File: config.mk
export PLATFORM = sky130hd
export DESIGN_NAME = center_crop_resize_rgb565_to_s8
export DESIGN_NICKNAME = d
export VERILOG_FILES = /design/src/hdl/ccr_pkg.sv /design/src/hdl/ccr_in_stage.sv /design/src/hdl/ccr_const_div.sv /design/src/hdl/ccr_core.sv /design/src/hdl/ccr_out_stage.sv /design/src/hdl/center_crop_resize_rgb565_to_s8.sv
export SDC_FILE = /design/constraint.sdc
export NUM_CORES = 1
export LEC_CHECK = 0
export BUFFER_PORTS_ARGS = -buffer_cell sky130_fd_sc_hd__buf_2
export CAP_MARGIN = 10
export CORE_ASPECT_RATIO = 2
export CORE_MARGIN = 2
export CORE_UTILIZATION = 25
export CTS_BUF_LIST = sky130_fd_sc_hd__clkbuf_4
export CTS_CLUSTER_SIZE = 20
export DETAILED_ROUTE_END_ITERATION = 8
export PLACE_DENSITY = 0.47
export SETUP_SLACK_MARGIN = 0.2
export SLEW_MARGIN = 20
export SYNTH_ARGS = -nofsm -noshare
export SYNTH_HDL_FRONTEND = slang
export SYNTH_SLANG_ARGS = --single-unit
File: constraint.sdc
create_clock -name clock -period 10.4 [get_ports clock]
set_input_delay 0 -clock clock [delete_from_list [all_inputs] [get_ports clock]]
set_output_delay 0 -clock clock [all_outputs]
set_load 0.01 [all_outputs]
File: src/hdl/ccr_pkg.sv
// Shared types and constants for the center-crop RGB565 downscaler.
// Used by every module of the block but ccr_const_div; depends on nothing.
package ccr_pkg;

   localparam int DIM_W = 12;   // frame dimension registers
   localparam int PIX_W = 16;   // RGB565 pixel
   localparam int IDX_W = 14;   // output index
   localparam int CH_W  = 8;    // signed output channel

   localparam int DEF_OUT_WIDTH     = 96;
   localparam int DEF_OUT_HEIGHT    = 96;
   localparam int DEF_MAX_FRAME_DIM = 2048;

   // Register indexes on the CSR port
   localparam logic CSR_FRAME_WIDTH  = 1'b0;
   localparam logic CSR_FRAME_HEIGHT = 1'b1;

   // Request as it leaves the input register
   typedef struct packed {
      logic             fire;
      logic             frame_start;
      logic [PIX_W-1:0] pixel;
   } req_stage_type;

   // Picked pixel handed to the result register
   typedef struct packed {
      logic             valid;
      logic [IDX_W-1:0] out_index;
      logic [PIX_W-1:0] pixel;
      logic             last;
   } pick_type;

endpackage

File: src/hdl/ccr_in_stage.sv
// Input register of the downscaler: holds one request while the result side stalls.
// Depends on ccr_pkg.
module ccr_in_stage (
   input  logic                    clock,
   input  logic                    reset,
   input  logic                    req_valid,
   output logic                    req_stall,
   input  logic [15:0]             req_pixel,
   input  logic                    req_frame_start,
   input  logic                    rsp_valid,
   input  logic                    rsp_stall,
   output ccr_pkg::req_stage_type  stage
);
   import ccr_pkg::*;

   logic             valid_ff, valid_in;
   logic [PIX_W-1:0] pixel_ff;
   logic             start_ff;
   logic             hold;
   logic             load;

   assign hold      = rsp_valid && rsp_stall;
   assign req_stall = valid_ff && hold;
   assign load      = req_valid && !req_stall;
   assign valid_in  = load || (valid_ff && hold);

   always_ff @(posedge clock) begin
      if (reset) begin
         valid_ff <= 1'b0;
      end else begin
         valid_ff <= valid_in;
      end
   end

   always_ff @(posedge clock) begin
      if (load) begin
         pixel_ff <= req_pixel;
         start_ff <= req_frame_start;
      end
   end

   assign stage.fire        = valid_ff && !hold;
   assign stage.frame_start = start_ff;
   assign stage.pixel       = pixel_ff;

endmodule

File: src/hdl/ccr_const_div.sv
// Exact floor division of an unsigned value by a constant, by reciprocal multiply.
// Depends on nothing; the shift is wide enough that no correction step is needed.
module ccr_const_div #(
   parameter int DIVISOR = 96,
   parameter int NUM_W   = 19,
   parameter int QUO_W   = 12
) (
   input  logic [NUM_W-1:0] num,
   output logic [QUO_W-1:0] quo
);
   localparam int SHIFT = NUM_W + $clog2(DIVISOR);
   localparam longint unsigned RECIP = ((64'd1 << SHIFT) + DIVISOR - 1) / DIVISOR;
   localparam logic [SHIFT:0] RECIP_M = RECIP[SHIFT:0];

   logic [NUM_W+SHIFT:0] prod;

   assign prod = {{(SHIFT+1){1'b0}}, num} * {{NUM_W{1'b0}}, RECIP_M};
   assign quo  = prod[SHIFT +: QUO_W];

endmodule

File: src/hdl/ccr_core.sv
// Crop geometry, raster counters and pixel selection of the downscaler.
// Holds the frame size registers; depends on ccr_pkg and ccr_const_div.
module ccr_core #(
   parameter int OUT_WIDTH     = ccr_pkg::DEF_OUT_WIDTH,
   parameter int OUT_HEIGHT    = ccr_pkg::DEF_OUT_HEIGHT,
   parameter int MAX_FRAME_DIM = ccr_pkg::DEF_MAX_FRAME_DIM
) (
   input  logic                    clock,
   input  logic                    reset,
   input  logic                    csr_valid,
   input  logic                    csr_index,
   input  logic [11:0]             csr_data,
   input  ccr_pkg::req_stage_type  stage,
   output ccr_pkg::pick_type       pick
);
   import ccr_pkg::*;

   localparam int COL_W  = $clog2(OUT_WIDTH + 1);
   localparam int ROW_W  = $clog2(OUT_HEIGHT + 1);
   localparam int PCOL_W = DIM_W + COL_W;
   localparam int PROW_W = DIM_W + ROW_W;

   localparam logic [DIM_W:0]   MAX_DIM  = (DIM_W+1)'(MAX_FRAME_DIM);
   localparam logic [DIM_W-1:0] OW_D     = DIM_W'(OUT_WIDTH);
   localparam logic [DIM_W-1:0] OH_D     = DIM_W'(OUT_HEIGHT);
   localparam logic [COL_W-1:0] OW_C     = COL_W'(OUT_WIDTH);
   localparam logic [COL_W-1:0] LAST_COL = COL_W'(OUT_WIDTH - 1);
   localparam logic [ROW_W-1:0] OH_R     = ROW_W'(OUT_HEIGHT);
   localparam logic [ROW_W-1:0] LAST_ROW = ROW_W'(OUT_HEIGHT - 1);

   logic [DIM_W-1:0]  fw_ff, fw_in, fh_ff, fh_in;
   logic [DIM_W-1:0]  src_col_ff, src_col_in, src_row_ff, src_row_in;
   logic [COL_W-1:0]  out_col_ff, out_col_in;
   logic [ROW_W-1:0]  out_row_ff, out_row_in;
   logic [DIM_W-1:0]  want_col_ff, want_col_in, want_row_ff, want_row_in;
   logic [DIM_W-1:0]  crop_ff, crop_in;
   logic [PCOL_W-1:0] pcol_ff, pcol_in;   // (column + 1) * crop
   logic [PROW_W-1:0] prow_ff, prow_in;   // (row + 1) * crop
   logic [IDX_W-1:0]  idx_ff, idx_in;

   // state as seen after a frame start on this request
   logic [DIM_W-1:0]  src_col_e, src_row_e, want_col_e, want_row_e, crop_e;
   logic [COL_W-1:0]  out_col_e;
   logic [ROW_W-1:0]  out_row_e;
   logic [PCOL_W-1:0] pcol_e;
   logic [PROW_W-1:0] prow_e;
   logic [IDX_W-1:0]  idx_e;

   logic [DIM_W-1:0]  crop_new, x0_new, y0_new, x0_live, y0_live;
   logic [DIM_W-1:0]  qcol, qrow;
   logic [DIM_W:0]    src_col_inc;
   logic [COL_W-1:0]  out_col_inc;
   logic [ROW_W-1:0]  out_row_inc;
   logic              geom_bad, active, match;

   assign crop_new = (fw_ff < fh_ff) ? fw_ff : fh_ff;
   assign x0_new   = (fw_ff - crop_new) >> 1;
   assign y0_new   = (fh_ff - crop_new) >> 1;
   assign geom_bad = (fw_ff == '0) || (fh_ff == '0) ||
                     ({1'b0, fw_ff} > MAX_DIM) || ({1'b0, fh_ff} > MAX_DIM) ||
                     (crop_new < OW_D) || (crop_new < OH_D);

   always_comb begin
      src_col_e  = src_col_ff;
      src_row_e  = src_row_ff;
      out_col_e  = out_col_ff;
      out_row_e  = out_row_ff;
      want_col_e = want_col_ff;
      want_row_e = want_row_ff;
      crop_e     = crop_ff;
      pcol_e     = pcol_ff;
      prow_e     = prow_ff;
      idx_e      = idx_ff;
      if (stage.frame_start) begin
         src_col_e  = '0;
         src_row_e  = '0;
         out_col_e  = '0;
         out_row_e  = '0;
         idx_e      = '0;
         crop_e     = geom_bad ? '0 : crop_new;
         want_col_e = geom_bad ? '0 : x0_new;
         want_row_e = geom_bad ? '0 : y0_new;
         pcol_e     = PCOL_W'(crop_new);
         prow_e     = PROW_W'(crop_new);
      end
   end

   ccr_const_div #(.DIVISOR(OUT_WIDTH), .NUM_W(PCOL_W), .QUO_W(DIM_W)) u_div_col (
      .num (pcol_e),
      .quo (qcol)
   );

   ccr_const_div #(.DIVISOR(OUT_HEIGHT), .NUM_W(PROW_W), .QUO_W(DIM_W)) u_div_row (
      .num (prow_e),
      .quo (qrow)
   );

   // crop offsets follow the live frame size
   assign x0_live = (fw_ff - crop_e) >> 1;
   assign y0_live = (fh_ff - crop_e) >> 1;

   assign active = (fw_ff != '0) && (fh_ff != '0) && (src_row_e < fh_ff);
   assign match  = active && (crop_e != '0) && (fw_ff >= crop_e) && (fh_ff >= crop_e) &&
                   (out_row_e < OH_R) && (src_row_e == want_row_e) &&
                   (src_col_e == want_col_e);

   assign src_col_inc = {1'b0, src_col_e} + (DIM_W+1)'(1);
   assign out_col_inc = out_col_e + COL_W'(1);
   assign out_row_inc = out_row_e + ROW_W'(1);

   always_comb begin
      src_col_in  = src_col_e;
      src_row_in  = src_row_e;
      out_col_in  = out_col_e;
      out_row_in  = out_row_e;
      want_col_in = want_col_e;
      want_row_in = want_row_e;
      crop_in     = crop_e;
      pcol_in     = pcol_e;
      prow_in     = prow_e;
      idx_in      = idx_e;
      if (match) begin
         idx_in = idx_e + IDX_W'(1);
         if (out_col_inc >= OW_C) begin
            out_col_in  = '0;
            out_row_in  = out_row_inc;
            want_col_in = x0_live;
            pcol_in     = PCOL_W'(crop_e);
            if (out_row_inc < OH_R) begin
               want_row_in = y0_live + qrow;
               prow_in     = prow_e + PROW_W'(crop_e);
            end
         end else begin
            out_col_in  = out_col_inc;
            want_col_in = x0_live + qcol;
            pcol_in     = pcol_e + PCOL_W'(crop_e);
         end
      end
      if (active) begin
         if (src_col_inc >= {1'b0, fw_ff}) begin
            src_col_in = '0;
            src_row_in = src_row_e + DIM_W'(1);
         end else begin
            src_col_in = src_col_inc[DIM_W-1:0];
         end
      end
   end

   always_comb begin
      fw_in = fw_ff;
      fh_in = fh_ff;
      if (csr_valid) begin
         case (csr_index)
            CSR_FRAME_WIDTH:  fw_in = csr_data;
            CSR_FRAME_HEIGHT: fh_in = csr_data;
            default: begin
               fw_in = fw_ff;
            end
         endcase
      end
   end

   always_ff @(posedge clock) begin
      if (reset) begin
         fw_ff       <= '0;
         fh_ff       <= '0;
         src_col_ff  <= '0;
         src_row_ff  <= '0;
         out_col_ff  <= '0;
         out_row_ff  <= '0;
         want_col_ff <= '0;
         want_row_ff <= '0;
         crop_ff     <= '0;
         pcol_ff     <= '0;
         prow_ff     <= '0;
         idx_ff      <= '0;
      end else begin
         fw_ff <= fw_in;
         fh_ff <= fh_in;
         if (stage.fire) begin
            src_col_ff  <= src_col_in;
            src_row_ff  <= src_row_in;
            out_col_ff  <= out_col_in;
            out_row_ff  <= out_row_in;
            want_col_ff <= want_col_in;
            want_row_ff <= want_row_in;
            crop_ff     <= crop_in;
            pcol_ff     <= pcol_in;
            prow_ff     <= prow_in;
            idx_ff      <= idx_in;
         end
      end
   end

   assign pick.valid     = stage.fire && match;
   assign pick.out_index = idx_e;
   assign pick.pixel     = stage.pixel;
   assign pick.last      = (out_row_e == LAST_ROW) && (out_col_e == LAST_COL);

endmodule

File: src/hdl/ccr_out_stage.sv
// Result register: widens RGB565 channels to signed 8 bits and holds them under stall.
// Depends on ccr_pkg.
module ccr_out_stage (
   input  logic               clock,
   input  logic               reset,
   input  ccr_pkg::pick_type  pick,
   output logic               rsp_valid,
   input  logic               rsp_stall,
   output logic [13:0]        rsp_out_index,
   output logic signed [7:0]  rsp_red,
   output logic signed [7:0]  rsp_green,
   output logic signed [7:0]  rsp_blue,
   output logic               rsp_last
);
   import ccr_pkg::*;

   logic                   valid_ff, valid_in;
   logic [IDX_W-1:0]       index_ff;
   logic signed [CH_W-1:0] red_ff, green_ff, blue_ff;
   logic                   last_ff;
   logic [4:0]             r5, b5;
   logic [5:0]             g6;

   assign r5 = pick.pixel[15:11];
   assign g6 = pick.pixel[10:5];
   assign b5 = pick.pixel[4:0];

   assign valid_in = pick.valid || (valid_ff && rsp_stall);

   always_ff @(posedge clock) begin
      if (reset) begin
         valid_ff <= 1'b0;
      end else begin
         valid_ff <= valid_in;
      end
   end

   // replicate top bits, then flip the sign bit to subtract 128
   always_ff @(posedge clock) begin
      if (pick.valid) begin
         index_ff <= pick.out_index;
         red_ff   <= {~r5[4], r5[3:0], r5[4:2]};
         green_ff <= {~g6[5], g6[4:0], g6[5:4]};
         blue_ff  <= {~b5[4], b5[3:0], b5[4:2]};
         last_ff  <= pick.last;
      end
   end

   assign rsp_valid     = valid_ff;
   assign rsp_out_index = index_ff;
   assign rsp_red       = red_ff;
   assign rsp_green     = green_ff;
   assign rsp_blue      = blue_ff;
   assign rsp_last      = last_ff;

endmodule

File: src/hdl/center_crop_resize_rgb565_to_s8.sv
// Streaming center-crop nearest-neighbor downscaler, RGB565 in, signed 8-bit RGB out.
// Accepts one camera pixel per clock while the result side does not stall; a picked
// pixel reaches the result port through the input register, then the result register.
// Each request is handled in one pass: the next crop position per axis comes from
// one reciprocal multiply by the output size, so the rate is set by that multiply
// path and never by the data. Frame size is written on the CSR port (index 0 width,
// index 1 height) between requests; a frame start latches the crop. No clearing
// pass after reset. Depends on ccr_pkg and the ccr_* modules.
module center_crop_resize_rgb565_to_s8 #(
   parameter int OUT_WIDTH     = ccr_pkg::DEF_OUT_WIDTH,
   parameter int OUT_HEIGHT    = ccr_pkg::DEF_OUT_HEIGHT,
   parameter int MAX_FRAME_DIM = ccr_pkg::DEF_MAX_FRAME_DIM
) (
   input  logic               clock,
   input  logic               reset,
   input  logic               csr_valid,
   output logic               csr_ready,
   input  logic               csr_index,
   input  logic [11:0]        csr_data,
   input  logic               req_valid,
   output logic               req_stall,
   input  logic [15:0]        req_pixel,
   input  logic               req_frame_start,
   output logic               rsp_valid,
   input  logic               rsp_stall,
   output logic [13:0]        rsp_out_index,
   output logic signed [7:0]  rsp_red,
   output logic signed [7:0]  rsp_green,
   output logic signed [7:0]  rsp_blue,
   output logic               rsp_last
);
   import ccr_pkg::*;

   req_stage_type stage;
   pick_type      pick;

   assign csr_ready = 1'b1;

   ccr_in_stage u_in (
      .clock           (clock),
      .reset           (reset),
      .req_valid       (req_valid),
      .req_stall       (req_stall),
      .req_pixel       (req_pixel),
      .req_frame_start (req_frame_start),
      .rsp_valid       (rsp_valid),
      .rsp_stall       (rsp_stall),
      .stage           (stage)
   );

   ccr_core #(
      .OUT_WIDTH     (OUT_WIDTH),
      .OUT_HEIGHT    (OUT_HEIGHT),
      .MAX_FRAME_DIM (MAX_FRAME_DIM)
   ) u_core (
      .clock     (clock),
      .reset     (reset),
      .csr_valid (csr_valid),
      .csr_index (csr_index),
      .csr_data  (csr_data),
      .stage     (stage),
      .pick      (pick)
   );

   ccr_out_stage u_out (
      .clock         (clock),
      .reset         (reset),
      .pick          (pick),
      .rsp_valid     (rsp_valid),
      .rsp_stall     (rsp_stall),
      .rsp_out_index (rsp_out_index),
      .rsp_red       (rsp_red),
      .rsp_green     (rsp_green),
      .rsp_blue      (rsp_blue),
      .rsp_last      (rsp_last)
   );

endmodule

* Word-level counts from Yosys, hierarchy flattened
Index checks and enable logic that the tools add are counted.
** Cells by class
- $mul :: 2
- Multiplexer cells :: 33
- $lt $le $gt $ge :: 11
- Equality and inequality tests :: 4
- Add/sub/neg operators :: 13
- Reductions and logical operators :: 30
- Div/mod/pow operators :: 0
- Shifts and indexed selects :: 0
- Bitwise logic cells :: 4
** Operators by type and width (count)
- $mux W12 :: 16
- $mux W19 :: 7
- $mul A19 B20 Y38 const B :: 2
- $sub A12 B12 Y12 :: 4
- $mux W7 :: 6
- $add A19 B12 Y19 :: 2
- $reduce_bool A12 Y1 :: 3
- $mux W14 :: 2
- $add A11 B12 Y12 :: 2
- $eq A12 B12 Y1 :: 2
- $ge A12 B12 Y1 :: 2
- $gt A12 B12 Y1 const B :: 2
- $logic_not A12 Y1 :: 2
- $lt A12 B12 Y1 :: 2
- $mux W11 :: 2
- $add A14 B1 Y14 const B :: 1
- $add A7 B1 Y7 const B :: 2
- $eq A7 B7 Y1 const B :: 2
- $logic_and A1 B1 Y1 :: 14
- $lt A7 B7 Y1 const B :: 2
- $add A12 B1 Y13 const B :: 1
- $ge A13 B12 Y1 :: 1
- $add A12 B1 Y12 const B :: 1
- $lt A12 B7 Y1 const B :: 1
- other kinds (5) :: 16
** Storage, ports and cells
- Word-level logic and storage cells :: 118
- Bits in writable memories :: 0
- Register bits after elaboration :: 208
- Memories kept :: 0
- Latch bits :: 0
- Memory bits (read-only) :: 0

* Longest topological paths before layout
Gate-level depths: netlist of the first run.
- Word-level depth :: 17
- Mapped depth :: 51
- Depth with buffers taken out :: 47

* Cells and area by module
Synthesis of the first run repeated with hierarchy kept, for this count alone.
** Second synthesis, totals
- Cells, all modules :: 3114
- Area total of the unflattened synthesis :: 26257.7 µm²
** By module, submodules not included
- ccr_core :: area an instance 14231.1 µm², times used 1, cells an instance 1934
- ccr_const_div at u_core.u_div_col :: area an instance 5273.8 µm², times used 1, cells an instance 579
- ccr_const_div at u_core.u_div_row :: area an instance 5067.4 µm², times used 1, cells an instance 529
- ccr_out_stage :: area an instance 1098.6 µm², times used 1, cells an instance 45
- ccr_in_stage :: area an instance 575.6 µm², times used 1, cells an instance 25
- center_crop_resize_rgb565_to_s8 :: area an instance 11.3 µm², times used 1, cells an instance 2

* Worst setup path after synthesis of the first run
No wires, ideal clock.
- Path kind :: flip-flop to flip-flop
- Start :: register u_core.fh_ff[11]
- End :: register u_core.want_col_ff[11]
- Setup time :: 0.119 ns
- Cell stages (with the launch flop) :: 49
- Setup slack :: 0.126 ns
- Buffers on the path :: 4
- Data arrival time :: 10.156 ns
- Required time :: 10.281 ns
- Cells stage by stage :: dfxtp_1 > clkbuf_1 > inv_1 > ha_1 > and3_1 > clkbuf_1 > nand3_1 > o31a_1 > buf_2 > nand2_1 > clkbuf_1 > nor2_1 > a21oi_1 > nand2_1 > o21a_1 > ha_1 > inv_1 > fa_1 > [13 not listed] > a21o_1 > a2111oi_0 > o31a_1 > o211ai_1 > or4_1 > a31oi_1 > o21bai_1 > xor2_1 > ha_1 > and2_1 > o21ai_0 > o21ai_0 > o21ai_0 > nand2b_1 > a21oi_1 > xnor2_1 > xnor2_1 > o2bb2ai_1
** Between the ends
- Word-level cells in the longest chain between the ends :: 16
- Elaborated cells on any way between the ends :: 39
- Classes of those cells :: add/sub (4); mul (1); order compare (6); eq/ne (2); mux (10); reduce/logical (16)
** Ends and longest elaborated chain
- start: declaration :: line ccr_core.sv:31 : logic [DIM_W-1:0] fw_ff, fw_in, fh_ff, fh_in;
- start signal: assignment :: line ccr_core.sv:179 : fh_ff <= fh_in;
- parallel branches: the longest is 15 deep, another holds $mul A19 B20 Y38
- $mux W12 (*) :: line ccr_core.sv:122 : if (match) begin
- end signal: assignment :: line ccr_core.sv:185 : want_col_ff <= want_col_in;
- end: declaration :: line ccr_core.sv:35 : logic [DIM_W-1:0] want_col_ff, want_col_in, want_row_ff, want_row_in;
Every way passes the cells marked *.
A chain may end at the register's enable or synchronous reset.

* Final worst setup path of the first run
- Start :: register u_core.fh_ff[1]
- End :: register u_core.want_col_ff[9]
Same word-level chain as after synthesis.

==> run_results.csv, run 1 <==
group,metric,value,unit
run_status,status,"completed",
worst_setup_path,cp-endpoint,"u_core.want_col_ff[9]",
pwr,switchingPower,2.50,mW
cells_and_area,fin_nets,3852,
die,dieHeight,455,um
drt,drc,0,
drt,drt-total-wl,97400,um
clocking,htree_levels,2,
timing,hold_viol_final,0,
grt,grt_antenna_before_repair,2,
drt,ant_nets,0,
synth,synth.top_cells.by_count,"inv_1 (414), ha_1 (400), a21oi_1 (217), nand2_1 (210), fa_1 (190)",
pwr,p_int,2.64,mW
job,drv_cap,0,
synth,yosysWarnings,0,
timing,totalNegativeSetupSlack,0,ns
cells_and_area,area_growth,18.6,%
placed_design,dp_worst_setup_slack,0.0531,ns
placed_design,place_congestion,0.975,
timing,fin_crit_sh,93.3,%
grt,grt_pass1_wl,146000,um
synth,ys_seq_area_share,18.0,%
pwr,swShare,48.7,%
worst_setup_path,crit_type,"reg2reg",
die,initial_utilization,25.1,%
cells_and_area,fillers,10800,
worst_setup_path,path_common_cell,"inv_1",
cells_and_area,drive_above_1_share,13.3,%
timing,slew_violations,0,
timing,max_freq,103,MHz
synth,yosys.area.top_type_share,19.7,%
pwr,seq_power_share,16.4,%
placed_design,portBuffers,75,
grt,grt_usage,18.7,%
timing,rsz0062_at_grt,"true",
timing,worst_slack,0.698,ns
clocking,cts_buffers,50,
pwr,p_leak,14.4,nW
cells_and_area,multi_input_area,0.0191,mm^2
synth,yosysMostFrequentCell,"inv_1",
worst_setup_path,worstRegToRegCells,44,
min_path,hp-class,"in2reg",
clocking,path_clk_slew,0.07,ns
synth,synthFlopType,"dfxtp_1",
drt,drt-met1-wl,30300,um
worst_setup_path,critPathLaunchType,"flop",
worst_setup_path,critical_path_arrival,10.38,ns
worst_setup_path,critPathRequiredTime,11.08,ns
clocking,clk_path_buf_depth,3,
clocking,clkLatencyLatePin,0.84,ns
drt,drtIter0Drc,971,
worst_setup_path,crit_start,"u_core.fh_ff[1]",
clocking,cts_tree,"built",
synth,ys_seq_elements,203,
pwr,p_per_area,171,mW/mm^2
synth,async_flop_share,0,%
worst_setup_path,r2r_start,"u_core.fh_ff[1]",
synth,synth_edf_count,51,
clocking,clockRootBuffer,"clkbuf_4",
drt,via_count,22500,
synth,synth_area_leaders,"ha_1 (20%), fa_1 (15%), dfxtp_1 (12%)",
grt,overflow,0,
cells_and_area,seqCellArea,0.00458,mm^2
timing,tightest_slew,1.12,ns
pwr,max-vdd-ir-drop,0.0770,mV
synth,synth_top_cell_by_area,"ha_1",
synth,synthesis.nets,3579,
cells_and_area,fin_util,29.8,%
timing,whs,0.0428,ns
worst_setup_path,max_stage_delay,0.59,ns
die,die_x,229,um
die,ios,77,
pwr,combPwrFrac,68.7,%
grt,grt_pass1_vias,23800,
drt,route.met2.wl,55100,um
drt,dr.pass1.iters,6,
die,core,0.101,mm^2
synth,synthCells,2954,
drt,top_layer,"met5",
placed_design,place_inst,4423,
worst_setup_path,ff2ff_setup_slack,0.70,ns
synth,syn-cell-area,0.0254,mm^2
grt,grt_start_max_net_pins,80,
timing,setup_viol,0,
drt,wl_met3,2700,um
timing,fin_crit,9.70,ns
drt,drt-wirelength-per-cell,21.1,um
pwr,clock_power_share,14.9,%
worst_setup_path,reg2reg_to,"u_core.want_col_ff[9]",
timing,fin_skew,0.0596,ns
synth,ys_types,87,
timing,relSlewSlack,25.3,%
die,rows,165,
worst_setup_path,crit_fanout,6,
worst_setup_path,worst_setup_path_end_kind,"flop",
synth,avgSynthCellArea,8.59,um^2
placed_design,place_hpwl,80400,um
worst_setup_path,slowest_stage,"fa_2",
clocking,cts_sinks,203,
die,dieArea,0.104,mm^2
cells_and_area,stdcell_count,4606,
drt,viasPerCell,4.88,
## cell families (layout without fill, tap and decap cells)
family	count (synthesis)	count (layout)	synth area share (%)
AO/OA/AOI/OAI	673	673	17.2
flip-flops	203	203	18.0
AND/OR/NAND/NOR	767	767	15.2
buffers and inverters	526	841	7.94
multiplexers	19	19	0.813
other	1	2	0.0148
adder cells (fa/ha/maj)	593	593	34.8
XOR/XNOR	172	172	5.94
## registers in the layout, indices dropped and copies added (netlist names), 6 cells and up
signal               cells
u_out.rsp_green          7
u_core.out_row_ff        7
u_out.rsp_blue           6
u_out.rsp_red            6
u_core.idx_ff           14
u_core.crop_ff          12
u_out.rsp_out_index     14
u_core.fh_ff            12
u_core.want_row_ff      12
u_core.pcol_ff          19
u_core.src_col_ff       12
u_core.src_row_ff       12
u_core.out_col_ff        7
u_core.want_col_ff      12
u_in.pixel_ff           16
u_core.prow_ff          19
u_core.fw_ff            12
## metrics by stage
step,area [um^2],power [mW]
2_1_floorplan,25400,3.13
4_1_cts,29800,5.13
5_1_grt,30100,5.69
3_5_place_dp,28300,4.29
6_report,30100,5.14
3_3_place_gp,28300,4.30
## cells in the final DEF, fill, tap and decap left out, types with 76 or more instances in the layout
cell type / count
fa_1: 186
o21ai_0: 99
nor2_1: 159
dlygate4sd3_1: 76
inv_1: 411
ha_1: 394
xnor2_1: 107
dfxtp_1: 151
nand2_1: 207
a21oi_1: 206
buf_4: 180
## power by group through the flow
stage	sequential [mW]	combinational [mW]	clock, mW
finish	0.844	3.53	0.763
global route	0.846	4.03	0.818
CTS	0.843	3.49	0.793
detailed placement	0.862	3.42	0
global placement	0.861	3.44	0
floorplan	0.858	2.27	0
## worst max-delay path, delay by kind of cell (launching register included)
family | cells | cell delay, ns
XOR/XNOR | 3 | 0.38
AND/OR/NAND/NOR | 6 | 0.99
AO/OA/AOI/OAI | 18 | 3.39
adder cells (fa/ha/maj) | 9 | 3.69
buffers and inverters | 8 | 0.74
flip-flops | 1 | 0.33
## area by class of cell
class	count	area share, %
multi-input combinational	2225	63.4
sequential	203	15.2
timing repair buffer	333	8.40
tap	1336	5.55
inverter	414	5.17
clock buffer	71	1.77
clock inverter	23	0.445
antenna	1	0.00831
## repair_timing
action                                 CTS  global route
hold buffers                            76             0
pin swaps                                2            25
setup endpoints to repair                4            12
endpoints found under the hold margin  115             0
setup buffers                            1            11
gates resized for setup                 13            64
## routing by layer
layer	GRT usage, %	vias up
met5	0	-
met4	15.5	2
met3	1.86	298
met2	38.2	490
met1	16.1	10900
li1	-	10800
## worst min-delay path by stage
| stage | startpoint | cells past startpoint | endpoint | slack [ns] |
|---|---|---|---|---|
| after floorplan | req_pixel[0] | 0 | u_in.pixel_ff[0] | 0.1 |
| after global placement | req_pixel[3] | 1 | u_in.pixel_ff[3] | 0.18 |
| after detailed placement | req_pixel[0] | 1 | u_in.pixel_ff[0] | 0.18 |
| after CTS | csr_data[3] | 4 | u_core.fw_ff[3] | 0.002 |
| after global routing | csr_data[3] | 4 | u_core.fh_ff[3] | 0.03 |
| final | csr_data[3] | 4 | u_core.fh_ff[3] | 0.04 |
No activity file was read; power rests on OpenSTA's default activity.
==> run 2: changes to the inputs <==
PLACE_DENSITY = 0.46   (was 0.47)
clock period = 9.6 ns   (was 10.4 ns; I/O delays follow)
==> run_results.csv, run 2 (synthesized netlist as in run 1, its figures left out) <==
group,metric,value,unit
pwr,swShare,46.4,%
grt,use_met3,2.07,%
timing,max_freq,109,MHz
clocking,htree_levels,2,
drt,drt-wirelength-per-cell,21.0,um
timing,setup_viol,0,
worst_setup_path,critical_path_arrival,9.94,ns
worst_setup_path,worstRegToRegCells,46,
die,rows,165,
drt,viasPerCell,4.85,
pwr,seq_power_share,15.2,%
min_path,hp-class,"in2reg",
die,ios,77,
timing,hold_viol_final,0,
die,initial_utilization,25.1,%
timing,tightest_slew,1.19,ns
timing,relSlewSlack,19.9,%
clocking,cts_sinks,203,
worst_setup_path,max_stage_delay,0.59,ns
cells_and_area,final_cell_mix,"inv_1 (390), ha_1 (371), buf_4 (334), nand2_1 (202), a21oi_1 (192)",
grt,grt_util_met2,38.8,%
cells_and_area,drive_above_1_share,20.1,%
pwr,p_per_area,190,mW/mm^2
pwr,combPwrFrac,70.6,%
grt,grt_pass1_vias,24700,
placed_design,place_congestion,1.02,
worst_setup_path,reg2reg_to,"u_core.want_col_ff[11]",
die,die_x,229,um
placed_design,place_inst,4584,
grt,grt_antenna_before_repair,2,
grt,grt_pass1_wl,150000,um
cells_and_area,stdcell_count,4766,
worst_setup_path,critPathRequiredTime,10.34,ns
cells_and_area,multi_input_area,0.0196,mm^2
drt,ant_nets,0,
timing,fin_skew,0.0766,ns
timing,fin_crit_sh,95.8,%
pwr,p_leak,15.2,nW
clocking,clkLatencyLatePin,0.87,ns
cells_and_area,largestRegisters,"u_core.pcol_ff: 19 flops, u_core.prow_ff: 19 flops, u_in.pixel_ff: 16 flops",
worst_setup_path,ff2ff_setup_slack,0.40,ns
clocking,clk_path_buf_depth,3,
min_path,worstHoldStart,"csr_data[7]",
cells_and_area,final_area,0.0319,mm^2
die,dieHeight,455,um
grt,grt_usage,19.3,%
pwr,report.power.total,6.04,mW
timing,rsz0062_at_grt,"true",
grt,grt_start_max_net_pins,63,
die,dieArea,0.104,mm^2
drt,drtIter0Drc,890,
cells_and_area,layout_commonest_cell,"inv_1",
pwr,clock_power_share,14.2,%
placed_design,post_dp_cell_area,0.0296,mm^2
drt,dr.pass1.iters,5,
min_path,whs_endpoint,"u_core.fw_ff[7]",
clocking,path_clk_slew,0.07,ns
pwr,p_int,3.24,mW
worst_setup_path,crit_fanout,7,
placed_design,place_hpwl,82700,um
worst_setup_path,r2r_start,"u_core.fh_ff[8]",
timing,slew_violations,0,
pwr,max-vdd-ir-drop,0.0823,mV
worst_setup_path,crit_type,"reg2reg",
die,core,0.101,mm^2
placed_design,portBuffers,75,
clocking,cts_buffers,50,
worst_setup_path,worst_setup_path_end_kind,"flop",
job,drv_cap,0,
cells_and_area,area_growth,25.6,%
clocking,cts_tree,"built",
drt,drc,0,
cells_and_area,seqCellArea,0.00459,mm^2
grt,grt-busiest-layer,"met2",
run_status,status,"completed",
clocking,clockRootBuffer,"clkbuf_4",
grt,grt_use_met1,16.5,%
cells_and_area,fin_nets,4013,
worst_setup_path,slowest_stage,"fa_2",
timing,fin_crit,9.20,ns
cells_and_area,fillers,10700,
pwr,switchingPower,2.80,mW
min_path,hold_depth,4,
grt,overflow,0,
drt,drt-total-wl,100000,um
worst_setup_path,critPathLaunchType,"flop",
drt,via_count,23100,
==> run 2: cell count changes in the layout (fill, tap and decap cells not counted), sizes merged, moves of 2 or more <==
cell / delta
clkinv: -5
clkbuf: +2
clkinvlp: -2
buf: +162
inv: +2
==> run 2: cell type report <==
type / instances / area share, %
multi-input combinational: 2225 / 61.4
antenna: 2 / 0.0157
timing repair buffer: 494 / 11.9
sequential: 203 / 14.4
inverter: 414 / 4.89
clock inverter: 19 / 0.451
tap: 1336 / 5.24
clock buffer: 73 / 1.72
==> run 2: worst max path at each step <==
stage / slack (ns) / cells past startpoint / start / endpoint
floorplan: 0.20 / 48 / u_core.fh_ff[11] / u_core.want_col_ff[9]
global placement: -0.28 / 42 / u_core.fh_ff[1] / u_core.want_col_ff[10]
detailed placement: -0.28 / 43 / u_core.fh_ff[1] / u_core.want_col_ff[10]
CTS: 0.21 / 47 / u_core.fh_ff[5] / u_core.want_col_ff[11]
global route: 0.03 / 47 / u_core.fh_ff[2] / u_core.want_col_ff[11]
finish: 0.40 / 46 / u_core.fh_ff[8] / u_core.want_col_ff[11]
==> run 2: metal layers <==
layer  wire (um)  up-vias
li1            -    11100
met1       31100    11200
met2       56400      509
met3        2840      307
met4        9950        0
met5           0        -
==> run 2: power by group through the flow <==
stage,combinational (mW),sequential [mW],clock (mW)
after global placement,3.99,0.936,0
after CTS,4.13,0.917,0.890
after floorplan,2.49,0.930,0
after detailed placement,3.98,0.936,0
final,4.27,0.918,0.857
after global routing,4.85,0.920,0.913
==> run 2: metrics by stage <==
step	setup TNS [ns]	hold WS, ns	worst slack [ns]	util, %
after floorplan	0	0.0989	0.201	-
after global placement	-0.982	0.178	-0.277	29.3
after detailed placement	-1.03	0.179	-0.277	29.3
after CTS	0	0.00579	0.208	31.0
after global routing	0	0.0402	0.0306	31.6
final	0	0.0418	0.402	31.6
==> run 2: critical path, delay by kind of cell (launching register included) <==
kind	cells	cell delay, ns
AO/OA/AOI/OAI	17	2.86
XOR/XNOR	4	0.52
adder cells (fa/ha/maj)	9	3.51
buffers and inverters	8	0.55
flip-flops	1	0.32
AND/OR/NAND/NOR	8	1.31
==> run 2: timing repair <==
action	in CTS	in global routing
resized for setup	52	100
hold buffers	75	0
hold endpoints to repair	112	0
endpoints found under the setup margin	10	11
setup buffers	6	7
pin swaps	37	75
==> run 3: changes to the inputs <==
clock period = 10.27 ns   (was 9.6 ns; I/O delays follow)
==> run_results.csv, run 3 (synthesized netlist as in run 1, its figures left out) <==
group,metric,value,unit
clocking,clkLatencyLatePin,0.83,ns
worst_setup_path,path_common_cell,"inv_1",
worst_setup_path,r2r_start,"u_core.fh_ff[7]",
timing,max_freq,103,MHz
pwr,clock_power_share,14.3,%
timing,relSlewSlack,21.2,%
min_path,whs_endpoint,"u_core.fh_ff[11]",
cells_and_area,largestRegisters,"u_core.pcol_ff: 19 flops, u_core.prow_ff: 19 flops, u_in.pixel_ff: 16 flops",
clocking,clk_path_buf_depth,3,
grt,grt_usage,18.8,%
timing,hold_viol_final,0,
clocking,path_clk_slew,0.08,ns
die,initial_utilization,25.1,%
cells_and_area,stdcell_count,4640,
worst_setup_path,reg2reg_to,"u_core.want_col_ff[9]",
drt,via_count,22600,
timing,tightest_slew,1.18,ns
min_path,worstHoldStart,"csr_data[11]",
die,core,0.101,mm^2
worst_setup_path,max_stage_delay,0.53,ns
job,drv_cap,0,
die,die_x,229,um
grt,grt_pass1_vias,23900,
min_path,hp-class,"in2reg",
pwr,switchingPower,2.51,mW
timing,setup_viol,0,
timing,fin_crit_sh,94.4,%
worst_setup_path,crit_type,"reg2reg",
pwr,report.power.total,5.22,mW
clocking,cts_sinks,203,
worst_setup_path,worstRegToRegCells,43,
grt,grt_start_max_net_pins,69,
timing,slew_violations,0,
worst_setup_path,ff2ff_setup_slack,0.58,ns
worst_setup_path,worst_setup_path_end_kind,"flop",
placed_design,portBuffers,75,
run_status,status,"completed",
worst_setup_path,slowest_stage,"fa_1",
placed_design,place_inst,4461,
cells_and_area,final_cell_mix,"inv_1 (406), ha_1 (391), buf_4 (215), a21oi_1 (208), nand2_1 (205)",
die,dieArea,0.104,mm^2
drt,drtIter0Drc,965,
pwr,seq_power_share,16.4,%
die,ios,77,
timing,fin_crit,9.69,ns
cells_and_area,layout_commonest_cell,"inv_1",
pwr,p_per_area,172,mW/mm^2
pwr,p_int,2.72,mW
pwr,max-vdd-ir-drop,0.0944,mV
grt,grt_pass1_wl,147000,um
worst_setup_path,critPathLaunchType,"flop",
drt,dr.pass1.iters,6,
timing,rsz0062_at_grt,"false",
die,rows,165,
grt,grt_antenna_before_repair,2,
worst_setup_path,critical_path_arrival,10.36,ns
clocking,htree_levels,2,
clocking,clockRootBuffer,"clkbuf_4",
min_path,hold_depth,4,
die,dieHeight,455,um
cells_and_area,fin_nets,3888,
cells_and_area,drive_above_1_share,14.3,%
cells_and_area,area_growth,19.8,%
timing,whs,0.0677,ns
timing,totalNegativeSetupSlack,0,ns
pwr,swShare,48.0,%
timing,fin_skew,0.106,ns
drt,drc,0,
placed_design,place_congestion,0.982,
clocking,cts_tree,"built",
drt,ant_nets,0,
drt,viasPerCell,4.87,
worst_setup_path,crit_fanout,4,
pwr,p_leak,14.5,nW
drt,drt-total-wl,98000,um
placed_design,dp_worst_setup_slack,-0.300,ns
pwr,combPwrFrac,69.3,%
clocking,cts_buffers,50,
placed_design,place_hpwl,80300,um
timing,worst_slack,0.580,ns
grt,overflow,0,
worst_setup_path,critPathRequiredTime,10.94,ns
drt,drt-wirelength-per-cell,21.1,um
## run 3: repair_timing
action | in CTS | in global routing
gates resized for setup | 8 | 70
setup endpoints to repair | 6 | 10
pin swaps | 1 | 27
hold buffers | 76 | 0
setup buffers | 0 | 10
endpoints found under the hold margin | 99 | 0
gates cloned | 0 | 0
## run 3: critical path, delay by kind of cell, from the launching register on
kind | cells | cell delay [ns]
adder cells (fa/ha/maj) | 9 | 3.41
AO/OA/AOI/OAI | 19 | 3.93
buffers and inverters | 8 | 0.72
flip-flops | 1 | 0.33
AND/OR/NAND/NOR | 4 | 0.77
XOR/XNOR | 3 | 0.41
## run 3: final cells by class
type                    count  area (um^2)
fillers                 10700        70600
diodes                      2         5.00
repair buffers            369         2820
multi-input cells        2225        19100
well taps                1336         1670
clock inverters            22          129
inverters                 414         1550
flip-flops and latches    203         4580
clock buffers              69          518
## run 3: worst max path at each step
stage,start,endpoint,cells past startpoint
2_1_floorplan,u_core.fh_ff[11],u_core.want_col_ff[11],48
3_3_place_gp,u_core.fh_ff[8],u_core.want_col_ff[11],46
3_5_place_dp,u_core.fh_ff[10],u_core.want_col_ff[10],46
4_1_cts,u_core.fh_ff[11],u_core.want_col_ff[10],47
5_1_grt,u_core.fh_ff[10],u_core.want_col_ff[9],44
6_report,u_core.fh_ff[7],u_core.want_col_ff[9],43
## run 3: stage by stage
stage	utilization (%)	area, um^2
floorplan	-	25400
global placement	28.3	28600
detailed placement	28.3	28600
CTS	29.8	30000
global route	30.1	30400
finish	30.1	30400
## run 3: power by group through the flow
stage                     Combinational, mW  Clock (mW)  Sequential (mW)
after floorplan                        2.30           0            0.869
after detailed placement               3.53           0            0.874
after CTS                              3.61       0.778            0.856
after global routing                   4.15       0.799            0.858
final                                  3.62       0.748            0.857
after global placement                 3.52           0            0.874
## run 3: routing by layer
| layer | up-vias | track usage (%) | wire length [um] |
|---|---|---|---|
| met5 | - | 0 | 13 |
| met4 | 2 | 15.6 | 9700 |
| met3 | 295 | 1.92 | 2870 |
| met2 | 539 | 38.1 | 54400 |
| met1 | 10900 | 16.4 | 30900 |
| li1 | 10900 | - | - |
